<file path="src/quadratic_probe_hash_insert_macros.svh">
// Assertion macros shared by the quadratic-probe hash insert design.
`ifndef QUADRATIC_PROBE_HASH_INSERT_MACROS_SVH
`define QUADRATIC_PROBE_HASH_INSERT_MACROS_SVH

// Same-cycle implication, clocked on clk_i, off while rst_ni is low.
`define QPHI_ASSERT_NOW(lbl, ante, cons) \
  lbl: assert property (@(posedge clk_i) disable iff (!rst_ni) (ante) |-> (cons)) \
    else $error("qphi: same-cycle check failed");

// Next-cycle implication, clocked on clk_i, off while rst_ni is low.
`define QPHI_ASSERT_NEXT(lbl, ante, cons) \
  lbl: assert property (@(posedge clk_i) disable iff (!rst_ni) (ante) |=> (cons)) \
    else $error("qphi: next-cycle check failed");

`endif

</file>
<file path="src/qphi_pkg.sv">
// Types, constants and codes of the quadratic-probe hash insert block.
package qphi_pkg;

  localparam int MAX_SLOTS = 128;
  localparam int SLOT_W    = $clog2(MAX_SLOTS);

  localparam int SIZE_W  = 8;
  localparam int PHONE_W = 44;
  localparam int NAME_W  = 32;
  localparam int PROBE_W = 8;
  localparam int ENTRY_W = 8;
  localparam int SUM_W   = 15;
  localparam int HASH_W  = 8;
  localparam int IDX_W   = 7;

  localparam logic [SIZE_W-1:0] TABLE_SIZE_RST = SIZE_W'(13);
  localparam logic [SIZE_W-1:0] MIN_SIZE       = SIZE_W'(2);
  localparam logic [SIZE_W-1:0] MAX_SIZE       = SIZE_W'(MAX_SLOTS);

  localparam logic [HASH_W-1:0] ASCII_ZERO = HASH_W'(48);
  localparam logic [HASH_W-1:0] DIGIT_BASE = HASH_W'(10);

  // APB register map
  localparam int PADDR_W   = 3;
  localparam int PDATA_W   = 32;
  localparam int REG_IDX_W = PADDR_W - 2;
  localparam logic [REG_IDX_W-1:0] REG_TABLE_SIZE = REG_IDX_W'(0);

  typedef enum logic {
    REQ_INSERT = 1'b0,
    REQ_CLEAR  = 1'b1
  } req_e;

  typedef enum logic [1:0] {
    STATUS_INSERTED = 2'd0,
    STATUS_FULL     = 2'd1,
    STATUS_CLEARED  = 2'd2
  } status_e;

  typedef struct packed {
    req_e                req_type;
    logic [PHONE_W-1:0]  phone_bcd;
    logic [NAME_W-1:0]   name_id;
  } req_t;

  typedef struct packed {
    logic [IDX_W-1:0]    slot_index;
    logic [PROBE_W-1:0]  probe_count;
    status_e             status;
    logic [ENTRY_W-1:0]  entry_total;
    logic [SUM_W-1:0]    probe_total;
  } rsp_t;

  // one stored record
  typedef struct packed {
    logic [PHONE_W-1:0]  phone;
    logic [NAME_W-1:0]   name;
    logic [PROBE_W-1:0]  probes;
  } entry_t;

  // controller -> datapath
  typedef struct packed {
    logic load;       // latch accepted transaction
    logic div_step;   // one bit of the home-slot remainder
    logic probe_init; // start probing at the home slot
    logic probe_adv;  // move to the next probe slot
    logic commit;     // store record, update totals, load result
    logic full;       // load table-full result
    logic clear;      // zero totals, load cleared result
    logic wipe;       // mark one slot empty, step the sweep address
  } cmd_t;

  // datapath -> controller
  typedef struct packed {
    logic slot_free;
    logic probe_last;
    logic wipe_last;
  } sts_t;

endpackage

</file>
<file path="src/qphi_if.sv">
// Valid/ready channel interfaces for requests and results.
interface qphi_req_if import qphi_pkg::*; ();
  logic valid;
  logic ready;
  req_t payload;

  modport source (output valid, output payload, input ready);
  modport sink (input valid, input payload, output ready);
endinterface

interface qphi_rsp_if import qphi_pkg::*; ();
  logic valid;
  logic ready;
  rsp_t payload;

  modport source (output valid, output payload, input ready);
  modport sink (input valid, input payload, output ready);
endinterface

</file>
<file path="src/qphi_ctrl.sv">
// Sequencing state machine for the quadratic-probe hash insert block.
module qphi_ctrl import qphi_pkg::*; (
  input  logic clk_i,
  input  logic rst_ni,
  input  logic req_valid_i,
  input  req_e req_type_i,
  output logic req_ready_o,
  input  logic rsp_ready_i,
  output logic rsp_valid_o,
  input  sts_t sts_i,
  output cmd_t cmd_o
);

  localparam int CNT_W = $clog2(HASH_W);
  localparam logic [CNT_W-1:0] CNT_LAST = CNT_W'(HASH_W - 1);

  typedef enum logic [2:0] {
    ST_IDLE,
    ST_DIV,
    ST_INIT,
    ST_PROBE,
    ST_CLEAR,
    ST_WIPE
  } state_e;

  state_e           state_q, state_d;
  logic [CNT_W-1:0] cnt_q, cnt_d;
  logic             ready_q, ready_d;
  logic             rsp_valid_q, rsp_valid_d;
  logic             out_free;

  assign out_free = !rsp_valid_q || rsp_ready_i;

  always_comb begin
    state_d     = state_q;
    cnt_d       = cnt_q;
    rsp_valid_d = rsp_valid_q && !rsp_ready_i;
    cmd_o       = '0;
    unique case (state_q)
      ST_IDLE: begin
        if (req_valid_i && ready_q) begin
          cmd_o.load = 1'b1;
          cnt_d      = '0;
          state_d    = (req_type_i == REQ_CLEAR) ? ST_CLEAR : ST_DIV;
        end
      end
      ST_DIV: begin
        cmd_o.div_step = 1'b1;
        cnt_d          = cnt_q + CNT_W'(1);
        if (cnt_q == CNT_LAST) state_d = ST_INIT;
      end
      ST_INIT: begin
        cmd_o.probe_init = 1'b1;
        state_d          = ST_PROBE;
      end
      ST_PROBE: begin
        if (sts_i.slot_free || sts_i.probe_last) begin
          if (out_free) begin
            cmd_o.commit = sts_i.slot_free;
            cmd_o.full   = !sts_i.slot_free;
            rsp_valid_d  = 1'b1;
            state_d      = ST_IDLE;
          end
        end else begin
          cmd_o.probe_adv = 1'b1;
        end
      end
      ST_CLEAR: begin
        if (out_free) begin
          cmd_o.clear = 1'b1;
          rsp_valid_d = 1'b1;
          state_d     = ST_WIPE;
        end
      end
      // sweep every slot empty, one per cycle
      ST_WIPE: begin
        cmd_o.wipe = 1'b1;
        if (sts_i.wipe_last) state_d = ST_IDLE;
      end
      default: state_d = ST_IDLE;
    endcase
    ready_d = (state_d == ST_IDLE);
  end

  always_ff @(posedge clk_i or negedge rst_ni) begin
    if (!rst_ni) begin
      state_q     <= ST_WIPE;
      cnt_q       <= '0;
      ready_q     <= 1'b0;
      rsp_valid_q <= 1'b0;
    end else begin
      state_q     <= state_d;
      cnt_q       <= cnt_d;
      ready_q     <= ready_d;
      rsp_valid_q <= rsp_valid_d;
    end
  end

  assign req_ready_o = ready_q;
  assign rsp_valid_o = rsp_valid_q;

endmodule

</file>
<file path="src/qphi_dpath.sv">
// Datapath: home-slot remainder, probe stepping, slot table, totals, result register.
module qphi_dpath import qphi_pkg::*; (
  input  logic              clk_i,
  input  logic              rst_ni,
  input  cmd_t              cmd_i,
  input  logic [SIZE_W-1:0] table_size_i,
  input  req_t              req_i,
  output sts_t              sts_o,
  output rsp_t              rsp_o
);

  logic [SIZE_W-1:0]    sz;
  logic [PHONE_W-1:0]   phone_q;
  logic [NAME_W-1:0]    name_q;
  logic [HASH_W-1:0]    div_q, rem_q, rem_d, key;
  logic [HASH_W:0]      trial;
  logic [SIZE_W-1:0]    pos_q, neg_q, step_q, cur_q, cur_d;
  logic [SIZE_W-1:0]    pos_n, neg_n, step_n;
  logic [SIZE_W:0]      pos_sum, step_sum;
  logic [PROBE_W-1:0]   k_q;
  logic [SLOT_W-1:0]    wipe_q;
  logic                 taken_q;
  logic [ENTRY_W-1:0]   entry_q, entry_n;
  logic [SUM_W-1:0]     sum_q, sum_n;
  logic [SUM_W:0]       sum_wide;
  logic [SLOT_W-1:0]    cur_idx, rd_idx;
  rsp_t                 out_q;
  entry_t               mem [MAX_SLOTS];
  logic                 taken_mem [MAX_SLOTS];

  // clamp the programmed size into the usable range
  always_comb begin
    if (table_size_i < MIN_SIZE)      sz = MIN_SIZE;
    else if (table_size_i > MAX_SIZE) sz = MAX_SIZE;
    else                              sz = table_size_i;
  end

  // key = tens*10 + units; units digit goes through the ASCII round trip
  assign key = HASH_W'(HASH_W'(req_i.phone_bcd[7:4]) * DIGIT_BASE)
             + HASH_W'((HASH_W'(req_i.phone_bcd[3:0]) + ASCII_ZERO) - ASCII_ZERO);

  // restoring remainder, one dividend bit per step
  assign trial = {rem_q, div_q[HASH_W-1]};
  assign rem_d = (trial >= {1'b0, sz}) ? HASH_W'(trial - {1'b0, sz}) : trial[HASH_W-1:0];

  // next square offsets: pos += step, neg -= step, step += 2 (all mod sz)
  assign pos_sum  = {1'b0, pos_q} + {1'b0, step_q};
  assign pos_n    = (pos_sum >= {1'b0, sz}) ? SIZE_W'(pos_sum - {1'b0, sz})
                                            : pos_sum[SIZE_W-1:0];
  assign neg_n    = (neg_q >= step_q) ? neg_q - step_q : SIZE_W'(neg_q + sz - step_q);
  assign step_sum = {1'b0, step_q} + (SIZE_W+1)'(2);
  assign step_n   = (step_sum >= {1'b0, sz}) ? SIZE_W'(step_sum - {1'b0, sz})
                                             : step_sum[SIZE_W-1:0];

  // slot of the next cycle; its occupancy bit is read ahead from that address
  always_comb begin
    if (cmd_i.probe_init)     cur_d = SIZE_W'(rem_q);
    else if (cmd_i.probe_adv) cur_d = k_q[0] ? pos_n : neg_q;
    else                      cur_d = cur_q;
  end

  assign cur_idx = cur_q[SLOT_W-1:0];
  assign rd_idx  = cur_d[SLOT_W-1:0];

  assign sts_o.slot_free  = !taken_q;
  assign sts_o.probe_last = (k_q == PROBE_W'(sz));
  assign sts_o.wipe_last  = (wipe_q == '1);

  // saturating totals
  assign entry_n  = (entry_q == '1) ? entry_q : entry_q + ENTRY_W'(1);
  assign sum_wide = {1'b0, sum_q} + (SUM_W+1)'(k_q);
  assign sum_n    = sum_wide[SUM_W] ? '1 : sum_wide[SUM_W-1:0];

  always_ff @(posedge clk_i or negedge rst_ni) begin
    if (!rst_ni) begin
      wipe_q  <= '0;
      entry_q <= '0;
      sum_q   <= '0;
    end else begin
      if (cmd_i.wipe) wipe_q <= wipe_q + SLOT_W'(1);
      if (cmd_i.clear) begin
        entry_q <= '0;
        sum_q   <= '0;
      end else if (cmd_i.commit) begin
        entry_q <= entry_n;
        sum_q   <= sum_n;
      end
    end
  end

  // slot occupancy: one write port, one registered read port
  always_ff @(posedge clk_i) begin
    if (cmd_i.wipe) begin
      taken_mem[wipe_q] <= 1'b0;
    end else if (cmd_i.commit) begin
      taken_mem[cur_idx] <= 1'b1;
    end
    taken_q <= taken_mem[rd_idx];
  end

  always_ff @(posedge clk_i) begin
    cur_q <= cur_d;
    if (cmd_i.load) begin
      phone_q <= req_i.phone_bcd;
      name_q  <= req_i.name_id;
      div_q   <= key;
      rem_q   <= '0;
    end
    if (cmd_i.div_step) begin
      rem_q <= rem_d;
      div_q <= {div_q[HASH_W-2:0], 1'b0};
    end
    if (cmd_i.probe_init) begin
      pos_q  <= SIZE_W'(rem_q);
      neg_q  <= SIZE_W'(rem_q);
      step_q <= SIZE_W'(1);
      k_q    <= PROBE_W'(1);
    end
    if (cmd_i.probe_adv) begin
      k_q <= k_q + PROBE_W'(1);
      if (k_q[0]) begin
        // next probe is even: home + (q+1)^2
        pos_q  <= pos_n;
        neg_q  <= neg_n;
        step_q <= step_n;
      end
    end
    if (cmd_i.commit) begin
      mem[cur_idx]      <= '{phone: phone_q, name: name_q, probes: k_q};
      out_q.slot_index  <= IDX_W'(cur_q);
      out_q.probe_count <= k_q;
      out_q.status      <= STATUS_INSERTED;
      out_q.entry_total <= entry_n;
      out_q.probe_total <= sum_n;
    end else if (cmd_i.full) begin
      out_q.slot_index  <= '0;
      out_q.probe_count <= k_q;
      out_q.status      <= STATUS_FULL;
      out_q.entry_total <= entry_q;
      out_q.probe_total <= sum_q;
    end else if (cmd_i.clear) begin
      out_q.slot_index  <= '0;
      out_q.probe_count <= '0;
      out_q.status      <= STATUS_CLEARED;
      out_q.entry_total <= '0;
      out_q.probe_total <= '0;
    end
  end

  assign rsp_o = out_q;

endmodule

</file>
<file path="src/quadratic_probe_hash_insert.sv">
// Top level of the quadratic-probe hash insert engine.
//
// Takes one request transaction at a time: either an insert (11-digit BCD
// phone number plus a name handle) or a clear of the whole table. The home
// slot is (tens*10 + units) mod the clamped table size (2..128); collisions
// probe home+1, home-1, home+4, home-4, ... mod size. Each result gives
// the slot, the probes used, a status (inserted / full / cleared) and the
// running entry count and probe sum for average search length. An insert runs
// through an accept step, the home-slot remainder (bit-serial restoring
// divide), a setup step and the probe loop; the probe loop checks one slot
// per cycle against a slot-occupancy RAM whose read is issued ahead. Slot
// occupancy is emptied by a sweep of all 128 slots, one per cycle: right after
// reset (ready stays low during that sweep) and after each clear. A clear's
// result is loaded once the output register is free; the next request is
// taken only after the sweep that follows the clear has ended. The result
// sits in an output register, so a finished result may wait for the consumer
// while the next request is already being accepted and worked on. table_size
// is at APB byte address 0; write it only while the block is idle.
`include "quadratic_probe_hash_insert_macros.svh"

module quadratic_probe_hash_insert import qphi_pkg::*; (
  input  logic               clk_i,
  input  logic               rst_ni,
  qphi_req_if.sink           req_i,
  qphi_rsp_if.source         rsp_o,
  input  logic               psel,
  input  logic               penable,
  input  logic               pwrite,
  input  logic [PADDR_W-1:0] paddr,
  input  logic [PDATA_W-1:0] pwdata,
  output logic [PDATA_W-1:0] prdata,
  output logic               pready
);

  logic [SIZE_W-1:0]    table_size_q;
  logic [REG_IDX_W-1:0] reg_idx;
  logic                 cfg_wr;
  cmd_t                 cmd;
  sts_t                 sts;
  logic                 clear_rsp_ok;
  logic                 commit_rsp_ok;

  // --- config register ---------------------------------------------------
  assign pready  = 1'b1;
  assign reg_idx = paddr[PADDR_W-1:2];
  assign cfg_wr  = psel && penable && pwrite && pready && (reg_idx == REG_TABLE_SIZE);

  always_ff @(posedge clk_i or negedge rst_ni) begin
    if (!rst_ni) begin
      table_size_q <= TABLE_SIZE_RST;
    end else if (cfg_wr) begin
      table_size_q <= pwdata[SIZE_W-1:0];
    end
  end

  always_comb begin
    unique case (reg_idx)
      REG_TABLE_SIZE: prdata = PDATA_W'(table_size_q);
      default:        prdata = '0;
    endcase
  end

  // --- controller: accept, divide, probe, deliver --------------------------
  qphi_ctrl u_ctrl (
    .clk_i       (clk_i),
    .rst_ni      (rst_ni),
    .req_valid_i (req_i.valid),
    .req_type_i  (req_i.payload.req_type),
    .req_ready_o (req_i.ready),
    .rsp_ready_i (rsp_o.ready),
    .rsp_valid_o (rsp_o.valid),
    .sts_i       (sts),
    .cmd_o       (cmd)
  );

  // --- datapath: hash, probe offsets, table, totals, result register -------
  qphi_dpath u_dpath (
    .clk_i        (clk_i),
    .rst_ni       (rst_ni),
    .cmd_i        (cmd),
    .table_size_i (table_size_q),
    .req_i        (req_i.payload),
    .sts_o        (sts),
    .rsp_o        (rsp_o.payload)
  );

  // --- checks ---------------------------------------------------------------
  assign clear_rsp_ok  = rsp_o.valid && (rsp_o.payload.status == STATUS_CLEARED) &&
                         (rsp_o.payload.entry_total == '0) &&
                         (rsp_o.payload.probe_total == '0);
  assign commit_rsp_ok = rsp_o.valid && (rsp_o.payload.status == STATUS_INSERTED) &&
                         (rsp_o.payload.probe_count != '0) &&
                         (rsp_o.payload.entry_total != '0);

  // one transaction in flight: ready drops right after an accept
  `QPHI_ASSERT_NEXT(a_one_in_flight, req_i.valid && req_i.ready, !req_i.ready)
  // a clear shows up as an all-zero cleared result
  `QPHI_ASSERT_NEXT(a_clear_result, cmd.clear, clear_rsp_ok)
  // a stored record reports at least one probe and a nonzero entry count
  `QPHI_ASSERT_NEXT(a_commit_result, cmd.commit, commit_rsp_ok)

endmodule

</file>
<file path="src/flat_wrapper.sv">
// flat-port wrapper written by rule: the top's interface ports become plain ports
module quadratic_probe_hash_insert_flat import qphi_pkg::*;
  (clk_i, rst_ni, psel, penable, pwrite, paddr, pwdata, prdata, pready, req_i_valid, req_i_payload, req_i_ready, rsp_o_valid, rsp_o_payload, rsp_o_ready);
  qphi_req_if req_i_i ();
  qphi_rsp_if rsp_o_i ();
  input  logic clk_i;
  input  logic rst_ni;
  input  logic psel;
  input  logic penable;
  input  logic pwrite;
  input  logic [PADDR_W-1:0] paddr;
  input  logic [PDATA_W-1:0] pwdata;
  output logic [PDATA_W-1:0] prdata;
  output logic pready;
  input wire logic [$bits(req_i_i.valid)-1:0] req_i_valid;
  input wire logic [$bits(req_i_i.payload)-1:0] req_i_payload;
  output wire logic [$bits(req_i_i.ready)-1:0] req_i_ready;
  output wire logic [$bits(rsp_o_i.valid)-1:0] rsp_o_valid;
  output wire logic [$bits(rsp_o_i.payload)-1:0] rsp_o_payload;
  input wire logic [$bits(rsp_o_i.ready)-1:0] rsp_o_ready;
  assign req_i_i.valid = req_i_valid;
  assign req_i_i.payload = req_i_payload;
  assign req_i_ready = req_i_i.ready;
  assign rsp_o_valid = rsp_o_i.valid;
  assign rsp_o_payload = rsp_o_i.payload;
  assign rsp_o_i.ready = rsp_o_ready;
  quadratic_probe_hash_insert u_core (.clk_i(clk_i), .rst_ni(rst_ni), .req_i(req_i_i), .rsp_o(rsp_o_i), .psel(psel), .penable(penable), .pwrite(pwrite), .paddr(paddr), .pwdata(pwdata), .prdata(prdata), .pready(pready));
endmodule
</file>
<file path="config.mk">
export PLATFORM = sky130hd
export DESIGN_NAME = quadratic_probe_hash_insert_flat
export DESIGN_NICKNAME = d
export VERILOG_FILES = /design/src/qphi_pkg.sv /design/src/qphi_if.sv /design/src/qphi_ctrl.sv /design/src/qphi_dpath.sv /design/src/quadratic_probe_hash_insert.sv /design/src/flat_wrapper.sv
export VERILOG_INCLUDE_DIRS = /design/src /design/src/src
export SDC_FILE = /design/constraint.sdc
export NUM_CORES = 1
export LEC_CHECK = 0
export BUFFER_PORTS_ARGS = -buffer_cell sky130_fd_sc_hd__clkbuf_2
export CORE_ASPECT_RATIO = 2
export CORE_MARGIN = 5
export CORE_UTILIZATION = 53
export DETAILED_ROUTE_END_ITERATION = 16
export GPL_TIMING_DRIVEN = 0
export PLACE_DENSITY = 0.77
export SKIP_LAST_GASP = 1
export SLEW_MARGIN = 20
export SYNTH_ARGS = -nofsm -noshare
export SYNTH_HDL_FRONTEND = slang
export SYNTH_SLANG_ARGS = --single-unit
</file>
<file path="constraint.sdc">
create_clock -name clk_i -period 5.01 [get_ports clk_i]
set_input_delay 0.7515 -clock clk_i [delete_from_list [all_inputs] [get_ports clk_i]]
set_output_delay 0.7515 -clock clk_i [all_outputs]
set_load 0.02 [all_outputs]
</file>
Yosys cells after proc, flatten, opt, wreduce, memory -nomap -nowiden
Memory sizes are Yosys's and may differ from the RTL's. A register that Yosys moved wholly into a read port is not among the register bits.
Index checks and enable logic that the tools add are counted.
- add/sub/neg operators: 16
- $mul: 1
- magnitude comparators: 6
- equality and inequality tests: 10
- multiplexer cells: 66
- bitwise operators: 1
- reduce and logical (&&, ||, !) cells: 21
- operators with widths (kind ; number):
    8-bit two-way mux ; 25
    40-bit two-way mux ; 3
    15-bit two-way mux ; 3
    8-bit subtractor ; 5
    7-bit two-way mux ; 4
    9-bit by 8-bit >= comparator with 1-bit output ; 3
    3-bit two-way mux ; 9
    3-bit one-hot mux with 6 select lines ; 1
    1-bit two-way mux ; 17
    15-bit by 8-bit adder with 16-bit output ; 1
    8-bit by 1-bit adder with 8-bit output, second input constant ; 2
    8-bit adder ; 2
    2-bit nonzero test ; 5
    8-bit by 2-bit adder with 9-bit output, second input constant ; 1
    8-bit by 8-bit adder with 9-bit output ; 1
    3-bit == test, second input constant ; 3
    8-bit == test ; 1
    8-bit == test, second input constant ; 1
    8-bit >= comparator ; 1
    8-bit > comparator, second input constant ; 1
    8-bit by 2-bit less-than comparator with 1-bit output, second input constant ; 1
    7-bit by 6-bit subtractor with 8-bit output, second input constant ; 1
    4-bit by 6-bit adder with 7-bit output, second input constant ; 1
    7-bit by 1-bit adder with 7-bit output, second input constant ; 1
    other kinds (18) ; 28
- flip-flop bits (word level): 141
- bits in writable memories: 128
- input port bits: 119
- word-level logic and storage cells: 144
- memories: 1
- memories (memory ; words ; bits a word ; rd ports ; clocked after memory_dff ; write ports ; RTL line ; text):
    u_core.u_dpath.taken_mem ; 128 ; 1 ; 1 ; 1 ; 1 ; qphi_dpath.sv:29 ; logic taken_mem [MAX_SLOTS];

Depth between registers and ports, before layout
- word-level depth: 12
- mapped depth: 23

By module
Synthesis repeated with hierarchy kept, for this count alone.
- cells, all modules: 1570
- area, all modules: 15618.7 µm²
- modules (own cells, without submodules) (module ; instances ; cells an instance ; area an instance (µm²) ; sequential area each (µm²)):
    qphi_dpath ; 1 ; 1467 ; 14526.4 ; 7136.8
    quadratic_probe_hash_insert ; 1 ; 52 ; 583.1 ; 203.9
    qphi_ctrl ; 1 ; 51 ; 509.2 ; 202.7

Worst setup path before layout
OpenSTA, ideal clock, no wires.
- path kind: register -> register
- from: reg u_core.u_dpath.step_q[0]
- to: reg u_core.u_dpath.taken_q (read register of u_core.u_dpath.taken_mem)
- setup time: 0.116 ns
- arrival: 4.570 ns
- required time: 4.894 ns
- slack: 0.324 ns
- stages on the path, launching flop included: 22
- buffers on the path: 3
- period minus slack after synthesis: 4.686 ns
- cell sequence: edfxtp_1 -> ha_1 -> fa_1 -> a211o_1 -> a21o_1 -> a21oi_1 -> xnor2_1 -> ha_1 -> a21o_1 -> a21boi_0 -> and2_1 -> nand3_4 -> nand3b_4 -> a311oi_2 -> buf_6 -> buf_8 -> buf_12 -> mux2i_1 -> a21oi_1 -> a2111oi_0 -> a211oi_1 -> o211a_1
- cells in the longest elaborated chain, start to end: 6
- elaborated cells between the ends (all ways): 7
- classes of those cells: 2 x add/sub; 1 x order compare; 4 x mux
- ends and longest elaborated chain (what ; RTL line ; text):
    start, declared ; qphi_dpath.sv:17 ; logic [SIZE_W-1:0] pos_q, neg_q, step_q, cur_q, cur_d;
    start signal, assigned ; qphi_dpath.sv:125 ; step_q <= step_n;
    8-bit by 8-bit adder with 9-bit output * ; qphi_dpath.sv:47 ; assign pos_sum = {1'b0, pos_q} + {1'b0, step_q};
    8-bit subtractor / 9-bit by 8-bit >= comparator with 1-bit output (equally long branches) ; qphi_dpath.sv:48 ; assign pos_n = (pos_sum >= {1'b0, sz}) ? SIZE_W'(pos_sum - {1'b0, sz})
    8-bit two-way mux * ; qphi_dpath.sv:48 ;
    7-bit two-way mux * (2 in a row) ; qphi_dpath.sv:58 ; else if (cmd_i.probe_adv) cur_d = k_q[0] ? pos_n : neg_q;
    7-bit two-way mux * ; qphi_dpath.sv:57 ; if (cmd_i.probe_init) cur_d = SIZE_W'(rem_q);
    end, declared ; qphi_dpath.sv:22 ; logic taken_q;
Every way passes the cells marked *; elsewhere a longest branch is shown, timed or not.
A chain may end at the register's enable or synchronous reset.

Worst setup path in the final report
Same ends and word-level chain as after synthesis.

==> impl_metrics.toml <==
[run_status]
status = "complete, but fails checks"
violations = "setup timing"

[clocking]
numClockSinks = 270
cts_hold_buf = 0
cts-htree-levels = 1
clock_latency_ns = 0.56
clk_path_buf_depth = 3
cts_root_buf = "clkbuf_16"
path_clk_slew_ns = 0.07
numCtsBuffers = 25
tritoncts = "built"

[global_route]
antenna_found_initial = 0
grt_pass1_vias = 11800
overflow = 0
track_usage_pct = 22.8
grt_pass1_wl_um = 61900
grt_max_degree = 82

[die]
io_pins = 194
die_y_um = 253
placementRows = 89
core_area_mm2 = 0.0293
start_util_pct = 53.4
floorplan.die_area_mm2 = 0.0333
die_w_um = 131

[timing]
fin_crit_ns = 5.09
slew_viol_final = 0
max_slew_margin_pct = 29.9
setup_ws_ns = -0.0752
holdWs_ns = 0.258
final-setup-viol-count = 1
timing.fmax_mhz = 197
tightest_slew_ns = 1.04
layout_worst_path_cycle_share_pct = 102
fin_setup_tns_ns = -0.0752
rsz0062_at_grt = "true"
hold_viol = 0
skew_ns = 0.0196

[final_layout]
n_antenna_cell = 0
syn_to_final_growth_pct = 13.3
drive_gt1_share_pct = 14.9
nNetsFinal = 1906
fillers = 2441

[placement]
dp_hpwl_um = 28000
pre_cts_ws_ns = -0.676
io_buffers = 74
place_congestion = 0.946

[setup_path]
path_class = "reg -> reg"
r2r_slack_ns = -0.08
ff2ff_path_depth = 21
worstPathArrival_ns = 5.51
critPathMaxStageDelay_ns = 0.48
cp-end-kind = "register"
critPathMostFrequentCell = "a21o_1"
cp.required_ns = 5.44
reg2reg_from = "u_core.u_dpath.step_q[0]"
worst-path-buf-inv = 3
crit_path_cell_trace = "ha_2, fa_2, a211o_1, a21o_1, a21oi_2, xnor2_2, ha_4, a21o_1, a21boi_2, and2_4, nand3_4, nand3b_4, a311oi_4, buf_6, buf_12, buf_4, mux2i_1, a221oi_1, a211oi_1, o311ai_1, o211a_1"
start_kind = "register"
crit_slowest_cell = "edfxtp_1"
reg2reg_to = "u_core.u_dpath.taken_q"
cp_top_family = "compound AO/OA/AOI/OAI gates"
path_max_fanout = 7

[hold_path]
hold_path.class = "in -> async"

[route]
drc = 0
drtPass1Iterations = 7
post_drt_wl_per_cell_um = 18.8
drt-initial-drc-count = 1181
wl_um = 39200
detail-route-antenna-nets = 0
vias = 12300
drt-vias-per-instance = 5.90

[yosys]
synth.area.top_cells = "edfxtp_1 36%, dfrtp_1 6.6%, nor2_1 5.7%"
synth-seq-area-share_pct = 48.2
netlist_top_cells_count = "236 x nor2_1, 190 x edfxtp_1, 132 x nand2_1"
synth.ff_latch_count = 270
synthCells = 1563
synth_ff_type = "edfxtp_1"
synth.top_cell.area_share_pct = 36.5
synth.distinct_cells = 80
syn_avg_cell_area_um2 = 10.0
synthArstFlopShare_pct = 17.0
synth.most_common_cell = "nor2_1"
synth_warnings = 0
syn_area_mm2 = 0.0156
synth_edf_count = 190
yosysTopAreaCell = "edfxtp_1"

[power_and_ir_drop]
peakVddDrop_uv = 551
power_density_mw_per_mm2 = 587
leakage_nw = 7.36

[run]
drv_cap = 0
[worst max-delay path by stage]
stage / depth (start not counted) / slack (ns) / end / start
after floorplan: 21 / 0.32 / u_core.u_dpath.taken_q / u_core.u_dpath.step_q[0]
after global placement: 8 / -1.41 / u_core.u_dpath.taken_mem[58] / rsp_o_ready
after detailed placement: 21 / -0.68 / u_core.u_dpath.taken_q / u_core.u_dpath.step_q[0]
after CTS: 21 / -0.05 / u_core.u_dpath.taken_q / u_core.u_dpath.step_q[0]
after global routing: 21 / -0.22 / u_core.u_dpath.taken_q / u_core.u_dpath.step_q[0]
final: 21 / -0.08 / u_core.u_dpath.taken_q / u_core.u_dpath.step_q[0]
[per-layer routing]
layer  routed length (um)  vias to the layer above  global-route usage (%)
li1                     -                     5827                       -
met1                15400                     5842                    28.7
met2                19700                      539                    40.5
met3                 2760                      105                    3.18
met4                 1270                        0                    7.62
met5                    0                        -                       0
[through the flow]
stage	std cells	power, mW	instance area, um^2	util, %
6_report	2086	10.4	17700	60.5
5_1_grt	2086	11.1	17700	60.5
4_1_cts	2082	10.3	17600	60.1
3_5_place_dp	2025	8.14	16600	56.7
3_3_place_gp	2024	8.08	16600	56.5
2_1_floorplan	1586	6.91	15700	-
[area by class of cell]
cell class                 instances  area (um^2)  share of cell area, %
timing repair buffer              91          524                   2.96
clock buffer                      33          676                   3.81
tap                              364          455                   2.57
multi-input combinational       1157         7590                   42.8
clock inverter                    13          113                  0.635
buffer                            89          567                   3.20
inverter                          69          259                   1.46
sequential                       270         7550                   42.6
[logic make-up (layout without fill, tap and decap cells)]
group | after synthesis | count (layout) | synth area share (%)
simple gates | 571 | 571 | 16.9
compound gates | 343 | 343 | 13.9
flops | 270 | 270 | 48.2
buf+inv | 159 | 295 | 5.13
fa+ha+maj | 84 | 84 | 7.44
mux | 75 | 75 | 5.03
xor+xnor | 59 | 59 | 3.30
other cells | 2 | 25 | 0.0480
[report_power, final]
part           internal, mW  total (mW)  leakage (nW)  switching, mW
Clock                  1.01        1.87         0.379          0.856
Combinational          2.21        5.39          4.15           3.18
Sequential             2.82        3.15          2.84          0.323
Total                  6.05        10.4          7.36           4.36
[sequential cells by signal (all words and copies together), names as in the netlist]
name / cells
u_core.u_ctrl.cnt_q: 3
u_core.u_dpath.taken_q: 1
u_core.u_ctrl.req_ready_o: 1
u_core.u_dpath.wipe_q: 7
u_core.u_dpath.step_q: 8
u_core.u_dpath.k_q: 8
u_core.u_dpath.sum_q: 15
u_core.u_dpath.neg_q: 8
u_core.u_dpath.pos_q: 8
u_core.u_dpath.cur_q: 7
u_core.u_dpath.rsp_o: 40
u_core.table_size_q: 8
u_core.u_ctrl.state_q: 3
u_core.u_ctrl.rsp_valid_o: 1
u_core.u_dpath.rem_q: 8
u_core.u_dpath.div_q: 8
u_core.u_dpath.entry_q: 8
u_core.u_dpath.taken_mem: 128
[placed cells by master, fill, tap and decap left out, types with 6 or more instances in the layout]
master / netlist / layout
a22o_1: 6 / 6
nand4_1: 11 / 11
o21ai_0: 81 / 81
a21o_1: 28 / 28
fa_1: 15 / 14
nand2_1: 132 / 130
o21a_1: 6 / 6
nand3_1: 40 / 40
a211oi_2: 1 / 7
nand3b_1: 10 / 10
o22ai_1: 10 / 10
a21oi_1: 107 / 104
clkbuf_1: 46 / 48
nand2b_1: 21 / 20
clkbuf_2: 1 / 75
nor2_1: 236 / 235
clkbuf_16: 0 / 25
xor2_1: 18 / 18
xnor2_1: 41 / 40
mux2i_1: 55 / 50
inv_1: 66 / 66
dfxtp_1: 34 / 32
edfxtp_1: 190 / 190
o31ai_1: 7 / 6
o21bai_1: 8 / 8
a211oi_1: 23 / 17
buf_4: 27 / 45
or3_1: 8 / 7
nor2b_1: 27 / 27
or2_2: 6 / 6
conb_1: 2 / 25
dfrtp_1: 41 / 41
and3_1: 16 / 16
ha_1: 69 / 66
and2_1: 24 / 22
a31oi_1: 17 / 16
nor3_1: 19 / 17
mux2_2: 17 / 17
[repair_timing]
action / CTS / global route
pin swaps: 12 / 13
resized for setup: 38 / 16
endpoints found under the setup margin: 1 / 39
setup buffers: 12 / 4
Power figures use the tool's default switching activity.
